## src/sv/sbfs_pkg.sv

```systemverilog
package sbfs_pkg;

   // Search limits and number formats.
   localparam int COUNT_WIDTH = 16;
   localparam int MAX_STEPS   = 256;
   localparam int FRAC_BITS   = 16;

   localparam int VALUE_W  = 32;
   localparam int TOL_W    = 16;
   localparam int TOL_FRAC = 16;
   localparam int FIELD_W  = 16;
   localparam int STEP_W   = $clog2(MAX_STEPS + 1);

   // The magnitude and both target terms A/B.
   localparam int MAG_W  = VALUE_W;
   localparam int COEF_W = FRAC_BITS + 1;

   // Running products of the bounds with A, B and tolerance*B.
   localparam int AP_W = COEF_W + COUNT_WIDTH;
   localparam int BP_W = MAG_W + COUNT_WIDTH;
   localparam int TB_W = TOL_W + MAG_W;
   localparam int TP_W = TB_W + COUNT_WIDTH;
   localparam int AQ_W = AP_W + 1;
   localparam int PB_W = BP_W + 1;
   localparam int TQ_W = TP_W + 1;
   localparam int D_W  = (AQ_W > PB_W) ? AQ_W : PB_W;
   localparam int CMP_W = (D_W + TOL_FRAC > TQ_W) ? D_W + TOL_FRAC : TQ_W;

   typedef logic [VALUE_W-1:0]     value_type;
   typedef logic [TOL_W-1:0]       tol_type;
   typedef logic [FIELD_W-1:0]     field_type;
   typedef logic [STEP_W-1:0]      step_type;
   typedef logic [MAG_W-1:0]       mag_type;
   typedef logic [COEF_W-1:0]      coef_type;
   typedef logic [COUNT_WIDTH-1:0] term_type;
   typedef logic [COUNT_WIDTH:0]   term_sum_type;
   typedef logic [AP_W-1:0]        aprod_type;
   typedef logic [BP_W-1:0]        bprod_type;
   typedef logic [TB_W-1:0]        tb_type;
   typedef logic [TP_W-1:0]        tprod_type;
   typedef logic [AQ_W-1:0]        asum_type;
   typedef logic [PB_W-1:0]        bsum_type;
   typedef logic [TQ_W-1:0]        tsum_type;
   typedef logic [D_W-1:0]         diff_type;
   typedef logic [CMP_W-1:0]       cmp_type;

   localparam mag_type ONE_VAL    = mag_type'(1) << FRAC_BITS;
   localparam tol_type TOL_RESET  = tol_type'(66);
   localparam step_type STEP_LIMIT = step_type'(MAX_STEPS);

   typedef enum logic [2:0] {
      ST_IDLE,
      ST_PREP,
      ST_SCALE,
      ST_SUM,
      ST_TEST,
      ST_DONE
   } state_type;

   typedef struct packed {
      logic load;
      logic prep;
      logic scale;
      logic sum;
      logic test;
   } dp_ctrl_type;

   typedef struct packed {
      logic overflow;
      logic in_tol;
   } dp_status_type;

endpackage

```

## src/sv/stern_brocot_fraction_search.sv

```systemverilog
// Finds a fraction close to a signed Q16.16 value by Stern-Brocot mediant search.
// Input channel: req_valid / req_stall with req_value. The block takes one item
// at a time and holds req_stall high from the cycle after acceptance until the
// result has been handed to the output register.
// Result channel: rsp_valid / rsp_stall with rsp_negative, rsp_numerator,
// rsp_denominator and rsp_found. When no mediant meets the tolerance within
// 256 steps, or a term would exceed 16 bits, rsp_found is low and the fraction
// reads 0/1.
// Each step has two states: ST_SUM forms the mediant and its running products,
// and ST_TEST does the subtract and compare that decides the step. The next
// item is taken the cycle after the result is loaded at the earliest.
// A stalled result waits in the output register while the next item is
// accepted and searched; a finished search waits until the register is free.
// csr_wr_en writes the tolerance (unsigned Q0.16) from csr_wr_data; the user must
// write it only while the block is idle, as the block itself does not enforce this.
// Reset is synchronous: the block returns to idle, the output register empties
// and the tolerance returns to 66.
module stern_brocot_fraction_search (
   input  logic                 clock,
   input  logic                 reset,
   input  logic                 req_valid,
   output logic                 req_stall,
   input  sbfs_pkg::value_type  req_value,
   output logic                 rsp_valid,
   input  logic                 rsp_stall,
   output logic                 rsp_negative,
   output sbfs_pkg::field_type  rsp_numerator,
   output sbfs_pkg::field_type  rsp_denominator,
   output logic                 rsp_found,
   input  logic                 csr_wr_en,
   input  sbfs_pkg::tol_type    csr_wr_data
);

   sbfs_pkg::tol_type       tolerance_ff;
   logic                    rsp_valid_ff, rsp_valid_in;
   logic                    rsp_negative_ff;
   sbfs_pkg::field_type     rsp_numerator_ff, rsp_denominator_ff;
   logic                    rsp_found_ff;

   sbfs_pkg::dp_ctrl_type   dp_ctrl;
   sbfs_pkg::dp_status_type dp_status;
   logic                    out_free;
   logic                    emit;
   logic                    found;
   logic                    dp_negative;
   sbfs_pkg::field_type     dp_numerator, dp_denominator;

   assign out_free = !rsp_valid_ff || !rsp_stall;

   sbfs_ctrl u_ctrl (
      .clock     (clock),
      .reset     (reset),
      .req_valid (req_valid),
      .req_stall (req_stall),
      .dp_status (dp_status),
      .out_free  (out_free),
      .dp_ctrl   (dp_ctrl),
      .emit      (emit),
      .found     (found)
   );

   sbfs_datapath u_datapath (
      .clock       (clock),
      .dp_ctrl     (dp_ctrl),
      .value       (req_value),
      .tolerance   (tolerance_ff),
      .dp_status   (dp_status),
      .negative    (dp_negative),
      .numerator   (dp_numerator),
      .denominator (dp_denominator)
   );

   always_comb begin
      rsp_valid_in = rsp_valid_ff;
      if (emit) begin
         rsp_valid_in = 1'b1;
      end else if (!rsp_stall) begin
         rsp_valid_in = 1'b0;
      end
   end

   always_ff @(posedge clock) begin
      if (reset) begin
         tolerance_ff <= sbfs_pkg::TOL_RESET;
         rsp_valid_ff <= 1'b0;
      end else begin
         if (csr_wr_en) begin
            tolerance_ff <= csr_wr_data;
         end
         rsp_valid_ff <= rsp_valid_in;
      end
      if (emit) begin
         rsp_negative_ff    <= dp_negative;
         rsp_found_ff       <= found;
         rsp_numerator_ff   <= found ? dp_numerator : sbfs_pkg::field_type'(0);
         rsp_denominator_ff <= found ? dp_denominator : sbfs_pkg::field_type'(1);
      end
   end

   assign rsp_valid       = rsp_valid_ff;
   assign rsp_negative    = rsp_negative_ff;
   assign rsp_numerator   = rsp_numerator_ff;
   assign rsp_denominator = rsp_denominator_ff;
   assign rsp_found       = rsp_found_ff;

   // An accepted item keeps the input side busy while it is searched.
   a_busy_after_accept: assert property (@(posedge clock) disable iff (reset)
      req_valid && !req_stall |=> req_stall)
      else $error("input accepted again directly after an item");

   // A failed search always reports the fraction 0/1.
   a_no_match_fraction: assert property (@(posedge clock) disable iff (reset)
      rsp_valid && !rsp_found |-> rsp_numerator == 0 && rsp_denominator == 1)
      else $error("no-match result carries a fraction other than 0/1");

   // A found fraction never has a zero denominator.
   a_found_denominator: assert property (@(posedge clock) disable iff (reset)
      rsp_valid && rsp_found |-> rsp_denominator != 0)
      else $error("found fraction has a zero denominator");

   // A new result appears only at the end of a search, while the input is busy.
   a_result_from_search: assert property (@(posedge clock) disable iff (reset)
      $rose(rsp_valid) |-> $past(req_stall))
      else $error("result appeared without a search in progress");

endmodule

```

## src/sv/sbfs_datapath.sv

```systemverilog
module sbfs_datapath (
   input  logic                     clock,
   input  sbfs_pkg::dp_ctrl_type    dp_ctrl,
   input  sbfs_pkg::value_type      value,
   input  sbfs_pkg::tol_type        tolerance,
   output sbfs_pkg::dp_status_type  dp_status,
   output logic                     negative,
   output sbfs_pkg::field_type      numerator,
   output sbfs_pkg::field_type      denominator
);

   sbfs_pkg::value_type  value_ff;
   logic                 neg_ff;
   logic                 recip_ff;
   sbfs_pkg::coef_type   a_ff;
   sbfs_pkg::mag_type    b_ff;

   sbfs_pkg::term_type   lo_num_ff, lo_den_ff, hi_num_ff, hi_den_ff;
   sbfs_pkg::aprod_type  lo_a_ff, hi_a_ff;
   sbfs_pkg::bprod_type  lo_b_ff, hi_b_ff;
   sbfs_pkg::tprod_type  lo_t_ff, hi_t_ff;

   sbfs_pkg::term_type   med_num_ff, med_den_ff;
   sbfs_pkg::asum_type   aq_ff;
   sbfs_pkg::bsum_type   pb_ff;
   sbfs_pkg::tsum_type   tq_ff;

   sbfs_pkg::mag_type      mag;
   logic                   recip;
   sbfs_pkg::tb_type       tb;
   sbfs_pkg::term_sum_type num_sum, den_sum;
   sbfs_pkg::asum_type     aq_sum;
   sbfs_pkg::bsum_type     pb_sum;
   sbfs_pkg::tsum_type     tq_sum;
   sbfs_pkg::diff_type     aq_x, pb_x, diff;
   logic                   go_low;
   sbfs_pkg::cmp_type      lhs, rhs;

   always_comb begin
      mag   = value_ff[sbfs_pkg::VALUE_W-1] ? (sbfs_pkg::mag_type'(0) - value_ff) : value_ff;
      recip = mag > sbfs_pkg::ONE_VAL;
      tb    = sbfs_pkg::tb_type'(tolerance) * sbfs_pkg::tb_type'(b_ff);

      // The mediant and its products are sums of the bound terms, so no
      // multiply is needed inside the search loop.
      num_sum = {1'b0, lo_num_ff} + {1'b0, hi_num_ff};
      den_sum = {1'b0, lo_den_ff} + {1'b0, hi_den_ff};
      aq_sum  = {1'b0, lo_a_ff} + {1'b0, hi_a_ff};
      pb_sum  = {1'b0, lo_b_ff} + {1'b0, hi_b_ff};
      tq_sum  = {1'b0, lo_t_ff} + {1'b0, hi_t_ff};

      aq_x   = sbfs_pkg::diff_type'(aq_ff);
      pb_x   = sbfs_pkg::diff_type'(pb_ff);
      go_low = aq_x > pb_x;
      diff   = go_low ? (aq_x - pb_x) : (pb_x - aq_x);
      lhs    = sbfs_pkg::cmp_type'(diff) << sbfs_pkg::TOL_FRAC;
      rhs    = sbfs_pkg::cmp_type'(tq_ff);

      dp_status.overflow = num_sum[sbfs_pkg::COUNT_WIDTH] | den_sum[sbfs_pkg::COUNT_WIDTH];
      dp_status.in_tol   = lhs <= rhs;
   end

   always_ff @(posedge clock) begin
      if (dp_ctrl.load) begin
         value_ff <= value;
      end
      if (dp_ctrl.prep) begin
         neg_ff   <= value_ff[sbfs_pkg::VALUE_W-1];
         recip_ff <= recip;
         a_ff     <= recip ? sbfs_pkg::coef_type'(sbfs_pkg::ONE_VAL)
                           : sbfs_pkg::coef_type'(mag);
         b_ff     <= recip ? mag : sbfs_pkg::ONE_VAL;
      end
      if (dp_ctrl.scale) begin
         lo_num_ff <= sbfs_pkg::term_type'(0);
         lo_den_ff <= sbfs_pkg::term_type'(1);
         hi_num_ff <= sbfs_pkg::term_type'(1);
         hi_den_ff <= sbfs_pkg::term_type'(1);
         lo_a_ff   <= sbfs_pkg::aprod_type'(a_ff);
         hi_a_ff   <= sbfs_pkg::aprod_type'(a_ff);
         lo_b_ff   <= '0;
         hi_b_ff   <= sbfs_pkg::bprod_type'(b_ff);
         lo_t_ff   <= sbfs_pkg::tprod_type'(tb);
         hi_t_ff   <= sbfs_pkg::tprod_type'(tb);
      end
      if (dp_ctrl.sum) begin
         med_num_ff <= num_sum[sbfs_pkg::COUNT_WIDTH-1:0];
         med_den_ff <= den_sum[sbfs_pkg::COUNT_WIDTH-1:0];
         aq_ff      <= aq_sum;
         pb_ff      <= pb_sum;
         tq_ff      <= tq_sum;
      end
      // Terms are in range here, so the sums fit back into the bound widths.
      if (dp_ctrl.test && !dp_status.in_tol) begin
         if (go_low) begin
            lo_num_ff <= med_num_ff;
            lo_den_ff <= med_den_ff;
            lo_a_ff   <= aq_ff[sbfs_pkg::AP_W-1:0];
            lo_b_ff   <= pb_ff[sbfs_pkg::BP_W-1:0];
            lo_t_ff   <= tq_ff[sbfs_pkg::TP_W-1:0];
         end else begin
            hi_num_ff <= med_num_ff;
            hi_den_ff <= med_den_ff;
            hi_a_ff   <= aq_ff[sbfs_pkg::AP_W-1:0];
            hi_b_ff   <= pb_ff[sbfs_pkg::BP_W-1:0];
            hi_t_ff   <= tq_ff[sbfs_pkg::TP_W-1:0];
         end
      end
   end

   assign negative    = neg_ff;
   assign numerator   = recip_ff ? sbfs_pkg::field_type'(med_den_ff)
                                 : sbfs_pkg::field_type'(med_num_ff);
   assign denominator = recip_ff ? sbfs_pkg::field_type'(med_num_ff)
                                 : sbfs_pkg::field_type'(med_den_ff);

endmodule

```

## src/sv/sbfs_ctrl.sv

```systemverilog
module sbfs_ctrl (
   input  logic                     clock,
   input  logic                     reset,
   input  logic                     req_valid,
   output logic                     req_stall,
   input  sbfs_pkg::dp_status_type  dp_status,
   input  logic                     out_free,
   output sbfs_pkg::dp_ctrl_type    dp_ctrl,
   output logic                     emit,
   output logic                     found
);

   sbfs_pkg::state_type state_ff, state_in;
   sbfs_pkg::step_type  step_ff, step_in;
   logic                found_ff, found_in;

   always_ff @(posedge clock) begin
      if (reset) begin
         state_ff <= sbfs_pkg::ST_IDLE;
      end else begin
         state_ff <= state_in;
      end
      step_ff  <= step_in;
      found_ff <= found_in;
   end

   always_comb begin
      state_in = state_ff;
      step_in  = step_ff;
      found_in = found_ff;
      dp_ctrl  = '0;
      emit     = 1'b0;
      case (state_ff)
         sbfs_pkg::ST_IDLE: begin
            if (req_valid) begin
               dp_ctrl.load = 1'b1;
               state_in     = sbfs_pkg::ST_PREP;
            end
         end
         sbfs_pkg::ST_PREP: begin
            dp_ctrl.prep = 1'b1;
            state_in     = sbfs_pkg::ST_SCALE;
         end
         sbfs_pkg::ST_SCALE: begin
            dp_ctrl.scale = 1'b1;
            step_in       = '0;
            state_in      = sbfs_pkg::ST_SUM;
         end
         sbfs_pkg::ST_SUM: begin
            if (step_ff == sbfs_pkg::STEP_LIMIT || dp_status.overflow) begin
               found_in = 1'b0;
               state_in = sbfs_pkg::ST_DONE;
            end else begin
               dp_ctrl.sum = 1'b1;
               step_in     = step_ff + sbfs_pkg::step_type'(1);
               state_in    = sbfs_pkg::ST_TEST;
            end
         end
         sbfs_pkg::ST_TEST: begin
            dp_ctrl.test = 1'b1;
            if (dp_status.in_tol) begin
               found_in = 1'b1;
               state_in = sbfs_pkg::ST_DONE;
            end else begin
               state_in = sbfs_pkg::ST_SUM;
            end
         end
         sbfs_pkg::ST_DONE: begin
            if (out_free) begin
               emit     = 1'b1;
               state_in = sbfs_pkg::ST_IDLE;
            end
         end
         default: begin
            state_in = sbfs_pkg::ST_IDLE;
         end
      endcase
   end

   assign req_stall = (state_ff != sbfs_pkg::ST_IDLE);
   assign found     = found_ff;

endmodule
```

## config.mk

```make
export PLATFORM = sky130hd
export DESIGN_NAME = stern_brocot_fraction_search
export DESIGN_NICKNAME = d
export VERILOG_FILES = /design/src/sv/sbfs_pkg.sv /design/src/sv/stern_brocot_fraction_search.sv /design/src/sv/sbfs_datapath.sv /design/src/sv/sbfs_ctrl.sv
export SDC_FILE = /design/constraint.sdc
export NUM_CORES = 2
export LEC_CHECK = 0
export BUFFER_PORTS_ARGS = -buffer_cell sky130_fd_sc_hd__buf_2
export CORE_ASPECT_RATIO = 1.1
export CORE_UTILIZATION = 55
export DETAILED_ROUTE_END_ITERATION = 10
export MAX_ROUTING_LAYER = met4
export PLACE_DENSITY = 0.72
export REMOVE_ABC_BUFFERS = 1
export SLEW_MARGIN = 20
export SYNTH_ARGS = -nofsm -noshare
export SYNTH_HDL_FRONTEND = slang
export SYNTH_SLANG_ARGS = --single-unit
export TNS_END_PERCENT = 10
```

## constraint.sdc

```tcl
create_clock -name clock -period 14.9 [get_ports clock]
set_input_delay 0.745 -clock clock [delete_from_list [all_inputs] [get_ports clock]]
set_output_delay 0.745 -clock clock [all_outputs]
set_load 0.01 [all_outputs]
```

# After elaboration in Yosys (flattened, before gate mapping)
# Index checks and enable logic that the tools add are counted.
# W data, S select, Z words.
[word_totals] ff_bits=681 input_bits=53 output_inout_bits=36 word_cells=123
[classes] addsub=9 multipliers=1 n_lt_le_gt_ge=3 n_eq_ne=12 muxes=55 bitwise_logic=1 reduce_logical=13
[op_table] cell="$mux W64" count=6
[op_table] cell="$mux W48" count=6
[op_table] cell="$mux W16" count=14
[op_table] cell="$mux W33" count=6
[op_table] cell="$add A64 B64 Y65" count=1
[op_table] cell="$le A65 B65 Y1" count=1
[op_table] cell="$add A48 B48 Y49" count=1
[op_table] cell="$gt A34 B49 Y1" count=1
[op_table] cell="$mux W49" count=1
[op_table] cell="$sub A34 B49 Y49" count=1
[op_table] cell="$sub A49 B34 Y49" count=1
[op_table] cell="$mul A16 B32 Y48" count=1
[op_table] cell="$add A16 B16 Y17" count=2
[op_table] cell="$add A33 B33 Y34" count=1
[op_table] cell="$gt A32 B17 Y1 const B" count=1
[op_table] cell="$mux W32" count=1
[op_table] cell="$sub A1 B32 Y32 const A" count=1
[op_table] cell="$pmux W3 S6" count=1
[op_table] cell="$pmux W9 S2" count=1
[op_table] cell="$mux W1" count=14
[op_table] cell="$add A9 B1 Y9 const B" count=1
[op_table] cell="$eq A9 B9 Y1 const B" count=1
[op_table] cell="$mux W3" count=3
[op_table] cell="$mux W9" count=1
[op_table] cell="other kinds (15)" count=26

# Logic depth before layout (Yosys ltp)
[logic_depth] word_depth=6 mapped_depth=31 depth_no_buf=26

# Modules after synthesis
# A second synthesis with hierarchy kept.
[hier_totals] hier_cells=6181 hier_area_um2=55687.2
[modules_own_cells] mod="sbfs_datapath" n_inst=1 cells_per_inst=5975 area_per_inst_um2=53070.9 seq_area_each_um2=14984.4
[modules_own_cells] mod="stern_brocot_fraction_search" n_inst=1 cells_per_inst=125 area_per_inst_um2=1849.3 seq_area_each_um2=1361.3
[modules_own_cells] mod="sbfs_ctrl" n_inst=1 cells_per_inst=81 area_per_inst_um2=767.0 seq_area_each_um2=360.3

# Least setup slack after synthesis
# No wires, ideal clock.
[synth_path] path_type="reg-to-reg" startpoint="register u_datapath.hi_num_ff[0]" endpoint="register u_ctrl.found_ff, in the netlist u_ctrl.found, enable pin" t_arrival_ns=9.848 required_time_ns=14.316 setup_slack_ns=4.468 stages_incl_launch_ff=15 path_buffers=0 period_less_slack_ns=10.432 cell_sequence="dfxtp_1 ha_1 inv_1 fa_1 nor2b_1 o21ai_0 a21boi_0 o21ai_0 a21oi_1 a41o_1 nor4_1 or4_1 nand4_1 nor2_1 nor2_1"
[synth_via] elab_chain_len=5
[synth_rtl] item="start: declaration" line="sbfs_datapath.sv:18" text="sbfs_pkg::term_type lo_num_ff, lo_den_ff, hi_num_ff, hi_den_ff;"
[synth_rtl] item="start signal: assignment" line="sbfs_datapath.sv:77" text="hi_num_ff <= sbfs_pkg::term_type'(1);"
[synth_rtl] item="start signal: assignment" line="sbfs_datapath.sv:102" text="hi_num_ff <= med_num_ff;"
[synth_rtl] item="$add A16 B16 Y17" line="sbfs_datapath.sv:46" text="num_sum = {1'b0, lo_num_ff} + {1'b0, hi_num_ff};"
[synth_rtl] item="$or A1 B1 Y1" line="sbfs_datapath.sv:59" text="dp_status.overflow = num_sum[sbfs_pkg::COUNT_WIDTH] | den_sum[sbfs_pkg::COUNT_WIDTH];"
[synth_rtl] item="$logic_or A1 B1 Y1" line="sbfs_ctrl.sv:50" text="if (step_ff == sbfs_pkg::STEP_LIMIT || dp_status.overflow) begin"
[synth_rtl] item="$ne A2 B1 Y1 (no line)"
[synth_rtl] item="$reduce_and A3 Y1 (no line)"
[synth_rtl] item="end signal: assignment" line="sbfs_ctrl.sv:24" text="found_ff <= found_in;"
[synth_rtl] item="end: declaration" line="sbfs_ctrl.sv:15" text="logic found_ff, found_in;"
# Every way passes these cells.
# A chain may end at the register's enable or synchronous reset.

# Worst setup path after layout
[layout_path] startpoint="register tolerance_ff[3]" endpoint="register u_datapath.hi_t_ff[47]"
[layout_via] elab_chain_len=4
[layout_rtl] item="start: declaration" line="stern_brocot_fraction_search.sv:34" text="sbfs_pkg::tol_type tolerance_ff;"
[layout_rtl] item="start signal: assignment" line="stern_brocot_fraction_search.sv:84" text="tolerance_ff <= sbfs_pkg::TOL_RESET;"
[layout_rtl] item="start signal: assignment" line="stern_brocot_fraction_search.sv:88" text="tolerance_ff <= csr_wr_data;"
[layout_rtl] item="$mul A16 B32 Y48 (*)" line="sbfs_datapath.sv:42" text="tb = sbfs_pkg::tb_type'(tolerance) * sbfs_pkg::tb_type'(b_ff);"
[layout_rtl] item="$mux W64 (*)" line="sbfs_datapath.sv:74" text="if (dp_ctrl.scale) begin"
[layout_rtl] item="$mux W64" line="sbfs_datapath.sv:95" text="if (go_low) begin"
[layout_rtl] item="$mux W64 (*)" line="sbfs_datapath.sv:94" text="if (dp_ctrl.test && !dp_status.in_tol) begin"
[layout_rtl] item="end signal: assignment" line="sbfs_datapath.sv:84" text="hi_t_ff <= sbfs_pkg::tprod_type'(tb);"
[layout_rtl] item="end signal: assignment" line="sbfs_datapath.sv:106" text="hi_t_ff <= tq_ff[sbfs_pkg::TP_W-1:0];"
[layout_rtl] item="end: declaration" line="sbfs_datapath.sv:21" text="sbfs_pkg::tprod_type lo_t_ff, hi_t_ff;"
# Mark *: on every way between the ends. The rest lies on a longest branch, timed or not.

==> results.md <==
- Outcome: finished clean
- Critical-path cell list: buf_4 -> nand2_1 -> fa_1 -> fa_1 -> fa_1 -> inv_1 -> fa_1 -> fa_1 -> inv_1 -> fa_1 -> inv_1 -> ha_1 -> a21oi_1 -> o2111ai_1 -> a211oi_1 -> nor4_1 -> nor4_1 -> o211ai_1 -> a41o_1 -> a221oi_1 -> or4_1 -> o211ai_1 -> a2bb2oi_1
- Hold_ws: 0.256 ns
- Setup crit end kind: flip-flop
- Remaining Overflow, GRT: 0
- Switch Pwr: 4640 uW
- Hold path cells: 1
- Initial antenna violation count: 3
- Post CTS Setup Buffer Count: 0
- CP Launch Type: flip-flop
- Port bufs: 88
- DPL Wire Length: 111 mm
- XOR/XNOR share of the synthesized area: 0.0426
- Mux cell area share after synthesis: 0.0160
- Fin util: 0.596
- Gate power share: 0.564
- Unrepaired setup endpoints after global routing: no
- Reg clk slew, reported paths: 0.06 ns
- Final Critical Period: 8.16 ns
- Worst Path Max Fanout: 19
- CP peak stage delay: 0.69 ns
- Post-synthesis simple-gate area fraction: 0.165
- Clock power share: 0.186
- Post-synth EDFFs: 307
- First-pass GRT wire length: 240 mm
- CTS Hold Bufs: 0
- Detailed Route WL: 150 mm
- Drt wl/cell: 20.1 um
- Period utilization: 0.548
- H-tree levels: 3
- Total power: 10500 uW
- Max cap viols: 0
- Vias in the first global route: 44000
- Area Growth Syn to Fin: 7.32%
- VDD IR max: 0.216 mV
- Initial Util: 0.556
- Syn Inst Count: 6171
- Ys Warns: 0
- Compound-Gate Fraction of Synth Area: 0.157
- Crit path DAT: 8.62 ns
- DIE WIDTH: 304 um
- Detailed Routing Iterations Pass 1: 8
- Fraction of layout cells with a size suffix above 1: 0.0503
- Adder-cell share of the synthesized area: 0.249
- Final hold violations: 0
- Fillers: 8603
- Via/cell ratio: 5.93
- Post-CTS sizing: 0
- CTS tree: built
- Final net count: 6979
- CTS Buf Count: 76
- Avg Inst Size Synth: 8.93 sq um
- Sw Share: 0.444
- Sequential fraction of the synthesis area: 0.303
- Post-DP Area: 0.0565 sq mm
- Die span in y: 334 um
- Crit Path Category: flip-flop to flip-flop
- Mapped cell area: 0.0551 sq mm
- CP required: 15.36 ns
- Largest net degree at the start of global routing: 242
- FP Rows: 121
- 1st-iter DRT viols: 3680
- Final instance area: 0.0591 sq mm
- Worst slew margin: 0.214
- Worst path slowest cell: dfxtp_1
- Leakage power: 0.0267 uW
- Residual DRC: 0
- Latest clock arrival within the worst-skew pair: 0.67 ns
- Skew final: 0.0591 ns
- Final Setup Violations: 0
- FMAX: 123 MHz
- Clock tree root driver cell: clkbuf_16
- RD Place Congestion: 0.949
- Die area: 0.101 sq mm
- Slew @ Worst Pin: 1.18 ns
- CP dominant cell by count: fa_1
- Yosys reg bits: 681
- GRT Total Usage: 0.306
- Max-slew violation count: 0
- Synth unique cells: 84
- Core area: 0.0992 sq mm
- I/O pins: 89
- Via count: 44100
- Top FF cell, synth: dfxtp_1
- Post-route insts no fill: 7442
- Dpl cells: 7295
- Power Internal: 5820 uW
- Worst Hold Class: input pin to flip-flop
- Main combinational cell family by area after synthesis: adder cells
- Clock Tree Buf Depth: 3
- R2R Setup Slk: 6.74 ns
- Reg power frac: 0.249
- Worst r2r path cells: 23
- Async SR Flop Fraction: 0
- CTS Sinks: 681
- PD cells: 177 mW/mm^2
- DRT antenna net count: 0
[sequential cells by signal, summed over array words and instances, names as in the netlist, 17 cells and up]
signal and cells:
u_datapath.hi_a_ff 33, u_datapath.hi_t_ff 64, u_datapath.value_ff 32, u_datapath.a_ff 17, u_datapath.aq_ff 34, u_datapath.hi_b_ff 48, u_datapath.b_ff 32, u_datapath.lo_b_ff 48
u_datapath.rhs 65, u_datapath.pb_ff 49, u_datapath.lo_t_ff 64, u_datapath.lo_a_ff 33
[power groups by stage]
stage / registers, uW / logic [uW] / clock network (uW)
detailed placement: 2640 / 5820 / 0
CTS: 2600 / 5860 / 1980
global route: 2640 / 6600 / 2050
finish: 2610 / 5910 / 1950
floorplan: 2580 / 4320 / 0
global placement: 2630 / 5750 / 0
[metrics by stage]
stage	setup slack (ns)	setup TNS (ns)
6_report	6.74	0
2_1_floorplan	-1.10	-174.31
4_1_cts	6.76	0
3_3_place_gp	6.92	0
5_1_grt	5.84	0
3_5_place_dp	6.87	0
[final timing paths]
kind / startpoint / end
max reg2reg: tolerance_ff[3]$_SDFFE_PP0P_ / u_datapath.hi_t_ff[47]$_DFF_P_
min: req_value[6] / u_datapath.value_ff[6]$_DFFE_PP_
max: tolerance_ff[3]$_SDFFE_PP0P_ / u_datapath.hi_t_ff[47]$_DFF_P_
min reg2reg: u_datapath.lo_den_ff[6]$_DFF_P_ / u_datapath.lo_den_ff[6]$_DFF_P_
[area by class of cell]
type	instances	area, sq um	share of cell area
Antenna cell	4	10.0	0.000169
Clock buffer	104	2140	0.0362
Clock inverter	37	472	0.00798
Inverter	668	2510	0.0424
Multi-Input combinational cell	4516	34800	0.588
Sequential cell	681	16700	0.283
Tap cell	1291	1620	0.0273
Timing Repair Buffer	141	891	0.0151
[synthesized netlist by cell type (15+ instances only)]
master / count / share of area
nor2_1: 296 / 0.020
and2_1: 244 / 0.028
nand2b_1: 50 / 0.0057
or3_1: 17 / 0.0019
clkbuf_1: 288 / 0.020
nor2b_1: 75 / 0.0085
and3_1: 50 / 0.0057
a31oi_1: 30 / 0.0034
a22oi_1: 19 / 0.0026
ha_1: 417 / 0.095
o21bai_1: 46 / 0.0063
dfxtp_1: 374 / 0.14
o21a_1: 34 / 0.0046
mux2i_1: 87 / 0.016
o21ai_0: 407 / 0.037
nand3_1: 169 / 0.015
nor4_1: 21 / 0.0024
o31ai_1: 32 / 0.0044
nand2_1: 783 / 0.053
nor3_1: 72 / 0.0065
edfxtp_1: 307 / 0.17
a21oi_1: 416 / 0.038
xnor2_1: 168 / 0.027
a211oi_1: 101 / 0.014
nand4_1: 61 / 0.0069
a21o_1: 166 / 0.023
inv_1: 667 / 0.045
o211ai_1: 34 / 0.0046
a21boi_0: 15 / 0.0020
xor2_1: 100 / 0.016
fa_1: 425 / 0.15
[logic make-up after synthesis]
| logic type | Yosys count |
|---|---|
| compound gates | 1410 |
| xor+xnor | 268 |
| fa+ha+maj | 842 |
| buf+inv | 974 |
| flops | 681 |
| mux | 88 |
| simple gates | 1908 |
[routing by layer]
metal,routed length (um),track usage,vias to the layer above
met1,62500,0.381,21500
met2,70700,0.499,1535
met5,0,-,-
met3,9200,0.0388,340
met4,7530,0.142,0
li1,-,-,20800
[critical path, delay by kind of cell, from the launching register on]
kind,cells,cell delay [ns]
DFF,1,0.69
and+or+nand+nor,4,0.95
buffers and inverters,4,0.54
AOI/OAI and AO/OA,8,2.29
adders and majority gates,7,3.48
[cell usage in the layout, fill, tap and decap left out, types with 19 or more instances in the layout]
cell / count
edfxtp_1: 307
o21bai_1: 46
nand2_1: 783
xnor2_1: 168
clkbuf_16: 78
o31ai_1: 32
nor2b_1: 75
mux2i_1: 87
and3_1: 50
and2_1: 244
buf_4: 50
nor3_1: 72
a21oi_1: 415
buf_2: 88
ha_1: 417
nor2_1: 291
o21a_1: 34
nand4_1: 61
inv_1: 667
nor4_1: 21
a21o_1: 166
dfxtp_1: 373
fa_1: 425
xor2_1: 100
o211ai_1: 34
a211oi_1: 101
o21ai_0: 406
a31oi_1: 30
nand3_1: 169
nand2b_1: 48
a22oi_1: 19
(Power assumes the default switching activity.)
